### config.mk
export PLATFORM = sky130hd
export DESIGN_NAME = utf16_to_utf8_transcoder
export DESIGN_NICKNAME = d
export VERILOG_FILES = /design/src/hw/rtl/u16u8_pkg.sv /design/src/hw/rtl/utf16_to_utf8_transcoder.sv
export SDC_FILE = /design/constraint.sdc
export NUM_CORES = 1
export LEC_CHECK = 0
export ABC_AREA = 1
export BUFFER_PORTS_ARGS = -buffer_cell sky130_fd_sc_hd__buf_2
export CAP_MARGIN = 40
export CORE_AREA = 3 3 95 79
export DETAILED_ROUTE_END_ITERATION = 16
export DIE_AREA = 0 0 98 82
export GPL_ROUTABILITY_DRIVEN = 0
export PLACE_DENSITY = 0.78
export SLEW_MARGIN = 10
export SYNTH_ARGS = -nofsm -noshare
export SYNTH_HDL_FRONTEND = slang
export SYNTH_SLANG_ARGS = --single-unit
### constraint.sdc
create_clock -name clk -period 2.5 [get_ports clk]
set_input_delay 0.5 -clock clk [delete_from_list [all_inputs] [get_ports clk]]
set_output_delay 0.5 -clock clk [all_outputs]
set_load 0.1 [all_outputs]
### src/hw/rtl/u16u8_pkg.sv
// u16u8_pkg: word types and UTF-16/UTF-8 constants for the transcoder.
// No dependencies; used by utf16_to_utf8_transcoder.
package u16u8_pkg;

    // Input word: one UTF-16 code unit and its end-of-string mark.
    typedef struct packed {
        logic [15:0] utf16_unit;
        logic        end_of_string;
    } unit_word_t;

    // Output word: one UTF-8 octet, flagged on the last octet of a unit.
    typedef struct packed {
        logic [7:0] out_byte;
        logic       last_of_run;
    } byte_word_t;

    // One code point encoded: up to four octets, the first in bytes[3].
    typedef struct packed {
        logic [3:0][7:0] bytes;
        logic [2:0]      len;
    } enc_t;

    localparam int unsigned MaxBytes = 6;
    localparam int unsigned CntW     = $clog2(MaxBytes + 1);

    localparam logic [4:0]  SurTag      = 5'h1B;       // unit[15:11] of any surrogate
    localparam logic [20:0] ReplCp      = 21'h00FFFD;
    localparam logic [20:0] SuppBase    = 21'h010000;
    localparam logic [20:0] Lim1        = 21'h000080;
    localparam logic [20:0] Lim2        = 21'h000800;
    localparam logic [20:0] Lim3        = 21'h010000;
    localparam logic [7:0]  ReplByte0   = 8'hEF;
    localparam logic [7:0]  ReplByte1   = 8'hBF;
    localparam logic [7:0]  ReplByte2   = 8'hBD;

endpackage

### src/hw/rtl/utf16_to_utf8_transcoder.sv
// utf16_to_utf8_transcoder: UTF-16 code units in, UTF-8 octets out.
// Depends on u16u8_pkg (word types, constants).
//
//  channel | direction | payload            | handshake
//  --------+-----------+--------------------+----------------------------
//  unit    | in        | utf16_unit, eos    | unit_valid / unit_ready
//  byte    | out       | out_byte, last     | byte_valid / byte_ready
//
// A unit is encoded in its accept cycle into a six-octet shift buffer.
// The buffer hands out one octet per cycle while byte_ready is high; a unit
// yields 1 to 6 octets, and a held high surrogate yields no output.
// A new unit is taken in the cycle the last octet of the previous one leaves.
// Byte channel stalls simply hold the buffer head. Reset clears the buffer
// count and the surrogate hold.
module utf16_to_utf8_transcoder
(
    input  logic                   clk,
    input  logic                   rst_n,
    input  logic                   unit_valid,
    output logic                   unit_ready,
    input  u16u8_pkg::unit_word_t  unit_word,
    output logic                   byte_valid,
    input  logic                   byte_ready,
    output u16u8_pkg::byte_word_t  byte_word
);

    // Encode one code point into 1 to 4 octets.
    function automatic u16u8_pkg::enc_t encode_cp(input logic [20:0] cp);
        u16u8_pkg::enc_t e;
        e.bytes = '0;
        if (cp < u16u8_pkg::Lim1)
        begin
            e.bytes[3] = {1'b0, cp[6:0]};
            e.len      = 3'd1;
        end
        else if (cp < u16u8_pkg::Lim2)
        begin
            e.bytes[3] = {3'b110, cp[10:6]};
            e.bytes[2] = {2'b10, cp[5:0]};
            e.len      = 3'd2;
        end
        else if (cp < u16u8_pkg::Lim3)
        begin
            e.bytes[3] = {4'b1110, cp[15:12]};
            e.bytes[2] = {2'b10, cp[11:6]};
            e.bytes[1] = {2'b10, cp[5:0]};
            e.len      = 3'd3;
        end
        else
        begin
            e.bytes[3] = {5'b11110, cp[20:18]};
            e.bytes[2] = {2'b10, cp[17:12]};
            e.bytes[1] = {2'b10, cp[11:6]};
            e.bytes[0] = {2'b10, cp[5:0]};
            e.len      = 3'd4;
        end
        return e;
    endfunction

    localparam int unsigned CntW = u16u8_pkg::CntW;

    // Surrogate hold.
    logic       pend_valid_reg, pend_valid_next;
    logic [9:0] pend_bits_reg,  pend_bits_next;

    // Octet buffer, head in the top slot, and count of octets left.
    logic [u16u8_pkg::MaxBytes-1:0][7:0] shift_reg, shift_next;
    logic [CntW-1:0]                     rem_reg,   rem_next;

    logic            is_sur, is_low, is_high, eos;
    logic            accept, take, busy, last_out;
    logic            rep_prefix, emit_cp;
    logic [20:0]     cp;
    u16u8_pkg::enc_t enc;
    logic [CntW-1:0] load_cnt;
    logic [u16u8_pkg::MaxBytes-1:0][7:0] load_bytes;

    assign eos     = unit_word.end_of_string;
    assign is_sur  = (unit_word.utf16_unit[15:11] == u16u8_pkg::SurTag);
    assign is_low  = is_sur && unit_word.utf16_unit[10];
    assign is_high = is_sur && !unit_word.utf16_unit[10];

    assign busy       = (rem_reg != '0);
    assign last_out   = (rem_reg == CntW'(1));
    assign take       = busy && byte_ready;
    assign unit_ready = !busy || (byte_ready && last_out);
    assign accept     = unit_valid && unit_ready;

    assign byte_valid            = busy;
    assign byte_word.out_byte    = shift_reg[u16u8_pkg::MaxBytes-1];
    assign byte_word.last_of_run = last_out;

    always_comb
    begin
        // held high surrogate not completed: replacement first
        rep_prefix = pend_valid_reg && !is_low;
        // a high surrogate without end mark is only held
        emit_cp    = !(is_high && !eos);

        priority if (pend_valid_reg && is_low)
            cp = u16u8_pkg::SuppBase + {1'b0, pend_bits_reg, unit_word.utf16_unit[9:0]};
        else if (is_sur)
            cp = u16u8_pkg::ReplCp;
        else
            cp = {5'd0, unit_word.utf16_unit};

        enc = encode_cp(cp);
        if (!emit_cp)
            enc.len = 3'd0;

        if (rep_prefix)
        begin
            load_bytes = {u16u8_pkg::ReplByte0, u16u8_pkg::ReplByte1,
                          u16u8_pkg::ReplByte2, enc.bytes[3:1]};
            load_cnt   = CntW'(3) + CntW'(enc.len);
        end
        else
        begin
            load_bytes = {enc.bytes, 16'h0000};
            load_cnt   = CntW'(enc.len);
        end
    end

    always_comb
    begin
        shift_next      = shift_reg;
        rem_next        = rem_reg;
        pend_valid_next = pend_valid_reg;
        pend_bits_next  = pend_bits_reg;
        if (accept)
        begin
            shift_next      = load_bytes;
            rem_next        = load_cnt;
            pend_valid_next = is_high && !eos;
            pend_bits_next  = (is_high && !eos) ? unit_word.utf16_unit[9:0] : 10'd0;
        end
        else if (take)
        begin
            shift_next = {shift_reg[u16u8_pkg::MaxBytes-2:0], 8'h00};
            rem_next   = rem_reg - CntW'(1);
        end
    end

    always_ff @(posedge clk or negedge rst_n)
    begin
        if (!rst_n)
        begin
            rem_reg        <= '0;
            pend_valid_reg <= 1'b0;
            pend_bits_reg  <= '0;
        end
        else
        begin
            rem_reg        <= rem_next;
            pend_valid_reg <= pend_valid_next;
            pend_bits_reg  <= pend_bits_next;
        end
    end

    // payload buffer, no reset needed
    always_ff @(posedge clk)
    begin
        shift_reg <= shift_next;
    end

    // Assertions

    // octet count never exceeds the buffer
    a_rem_bound: assert property (@(posedge clk) disable iff (!rst_n)
        rem_reg <= CntW'(u16u8_pkg::MaxBytes))
        else $error("octet count out of range");

    // a unit with the end mark never leaves a surrogate held
    a_eos_clears: assert property (@(posedge clk) disable iff (!rst_n)
        (accept && eos) |=> !pend_valid_reg)
        else $error("surrogate held across end of string");

    // a held high surrogate with nothing pending yields no octets
    a_hold_silent: assert property (@(posedge clk) disable iff (!rst_n)
        (accept && is_high && !eos && !pend_valid_reg) |=> (!busy && pend_valid_reg))
        else $error("held high surrogate produced output");

    // a new unit is taken only when the buffer drains in that cycle
    a_no_overrun: assert property (@(posedge clk) disable iff (!rst_n)
        (accept && busy) |-> (take && last_out))
        else $error("unit accepted over pending octets");

endmodule
==> results.sh <==
export IMPL_wl_mm=8.49
export IMPL_grt_usage=0.229
export IMPL_reg2reg_to="rem_reg[1]"
export IMPL_hold_path_class="input pin to asynchronous set/reset pin"
export IMPL_initialDrtViolationCount=353
export IMPL_routed_via_count=2937
export IMPL_start_util=0.515
export IMPL_synth_cell_types=34
export IMPL_cts_root_buf="clkbuf_8"
export IMPL_die_w_um=98
export IMPL_period_minus_slack_ns=2.29
export IMPL_cts_htree_levels=3
export IMPL_vias_per_cell=5.39
export IMPL_cts_setup_buffers=0
export IMPL_portBuffers=31
export IMPL_rsz0062_at_grt="no"
export IMPL_dr_wl_met3_um=624
export IMPL_ys_warnings_count=0
export IMPL_ant_nets=0
export IMPL_insertion_delay_ns=0.36
export IMPL_final_util=0.592
export IMPL_ios=32
export IMPL_cts_buffer_depth=2
export IMPL_p_leak_nw=1.84
export IMPL_antenna_found_initial=0
export IMPL_syn_nets=441
export IMPL_top_layer="met4"
export IMPL_core_area_mm2=0.00672
export IMPL_tritoncts="done"
export IMPL_cts_buffers=9
export IMPL_grt_pass1_wl_mm=14.0
export IMPL_die_y_um=82
export IMPL_cap_viol_max_count=0
export IMPL_avgSynthCellArea_um2=8.34
export IMPL_synth_seq_cells=60
export IMPL_drt_met1_wl_mm=3.78
export IMPL_ys_seq_area_frac=0.500
export IMPL_largest_register_ffs=38
export IMPL_syn2layout_area_growth_pct=15.0
export IMPL_preCtsSetupSlack_ns=-0.0130
export IMPL_ys_flop_type="edfxtp_1"
export IMPL_path_class="flip-flop to primary output"
export IMPL_mappedNetlistArea_mm2=0.00346
export IMPL_drive_gt1_frac=0.210
export IMPL_clkTransAtPathRegs_ns=0.07
export IMPL_hpwl_mm=6.15
export IMPL_power_density_mw_per_mm2=1100
export IMPL_max_freq_ghz=0.437
export IMPL_relSlewSlack=0.679
export IMPL_worstMarginPinSlew_ns=0.485
export IMPL_cts_resized_gates=0
export IMPL_crit_path_end_kind="primary output"
export IMPL_die_area_mm2=0.00804
export IMPL_synthCells=415
export IMPL_cp_data_arrival_time_ns=1.79
export IMPL_drc=0
export IMPL_overflow=0
export IMPL_firstDrtPassIters=6
export IMPL_ff2ff_path_depth=10
export IMPL_fp_row_count=27
export IMPL_finalMaxSlewViolations=0
export IMPL_route_met2_wl_mm=3.94
export IMPL_synth_edff_count=46
export IMPL_post_route_period_util=0.916
export IMPL_grt_max_degree=37
export IMPL_setup_viol_count_final=0
export IMPL_path_max_fanout=3
export IMPL_outcome="complete, no violations"
export IMPL_layout_nets=479
export IMPL_async_reset_ff_frac=0.233
export IMPL_grt_pass1_vias=2840
export IMPL_antenna_cells=0
export IMPL_finalWorstSetupSlack_ns=0.210
export IMPL_hold_viol=0
export IMPL_cts_hold_buf=0
export IMPL_critPathRequiredTime_ns=2.00
export IMPL_r2r_start="pend_bits_reg[6]"
export IMPL_cp_start_kind="flip-flop"
export IMPL_ir_drop_mv=0.452
export IMPL_rrSetupSlack_ns=0.23
export IMPL_cts_sinks=60
export IMPL_fin_worst_skew_ns=0.00997
export IMPL_wire_per_inst_um=15.6
cells in the final DEF, fill, tap and decap left out, types with 3 or more instances in the layout:
cell type  Yosys  layout
a21oi_1       21      20
buf_2          7      31
buf_4          9      21
clkbuf_8       0       9
clkinv_4       0       3
dfrtp_1       14      13
edfxtp_1      46      46
ha_1           5       5
inv_1         51      50
nand2_1      114     112
nand2_2        2       3
nand3_1       22      22
nand4_1       12      12
nor2_1        33      32
nor2_2         2       3
nor2_4         4       4
o211ai_1      10      10
o21ai_0       19      19
o21ai_1        7       7
o22ai_1        7       7
or2_2          3       3
cells by family (layout without fill, tap and decap cells):
group           count (synthesis)  in the layout  share of synthesized area
compound gates                 72             72                      0.122
xor+xnor                        2              2                    0.00506
fa+ha+maj                       5              5                     0.0181
buf+inv                        79            122                      0.102
flops                          60             60                      0.500
simple gates                  197            197                      0.252
metrics by stage:
step	power, mW	cells	instance area (µm²)	TNS, ns	hold WS (ns)
6_report	4.38	545	3980	0	0.0219
5_1_grt	4.62	545	3980	0	0.0468
4_1_cts	4.39	545	3970	0	0.0303
3_5_place_dp	3.50	529	3770	-0.0152	0.415
3_3_place_gp	3.44	529	3770	0	0.414
2_1_floorplan	3.20	415	3480	0	0.204
critical path, stage by stage (launching register included):
cell and delay, ns:
dfrtp_1 0.39, inv_1 0.10, ha_1 0.15, inv_1 0.04, nor2_1 0.11, nand2_1 0.15, nand2_8 0.09, buf_2 0.42
synthesized netlist by cell type (8+ instances only):
cell type    n  area [µm²]
o21ai_0     19        95.1
buf_4        9        67.6
o211ai_1    10        75.1
nand4_1     12        75.1
nand3_1     22         110
dfrtp_1     14         350
clkbuf_1     8        30.0
nand2_1    114         428
edfxtp_1    46        1380
inv_1       51         191
a21oi_1     21         105
nor2_1      33         124
per-layer routing:
layer,global-route usage,vias to the layer above
li1,-,1452
met1,0.298,1349
met2,0.374,119
met3,0.0628,17
met4,0.0761,0
met5,0,-
cell type report:
| type | count | area, µm² |
|---|---|---|
| Clock buffer | 9 | 124 |
| Timing Repair Buffer | 53 | 333 |
| Tap cell | 87 | 109 |
| Fill cell | 594 | 2740 |
| Multi-Input combinational cell | 276 | 1410 |
| Clock inverter | 7 | 75.1 |
| Inverter | 53 | 203 |
| Sequential cell | 60 | 1730 |
worst max-delay path by stage:
| stage | from | cells after the start | slack [ns] | to |
|---|---|---|---|---|
| after floorplan | rem_reg[0] | 10 | 0.05 | byte_word[1] |
| after CTS | pend_bits_reg[6] | 12 | 0.09 | rem_reg[2] |
| after global placement | unit_word[14] | 13 | 0.08 | rem_reg[1] |
| final | rem_reg[1] | 7 | 0.21 | unit_ready |
| after detailed placement | unit_word[14] | 13 | -0.01 | rem_reg[1] |
| after global routing | pend_bits_reg[7] | 12 | 0.01 | rem_reg[2] |
where the power goes:
part / leakage (nW) / internal (mW) / switching (mW) / total (mW)
Combinational: 1.08 / 0.429 / 1.33 / 1.76
Clock: 0.104 / 0.464 / 0.428 / 0.893
Sequential: 0.649 / 1.61 / 0.119 / 1.73
Total: 1.84 / 2.50 / 1.88 / 4.38
Note: power is estimated with default switching activity, not from simulation.
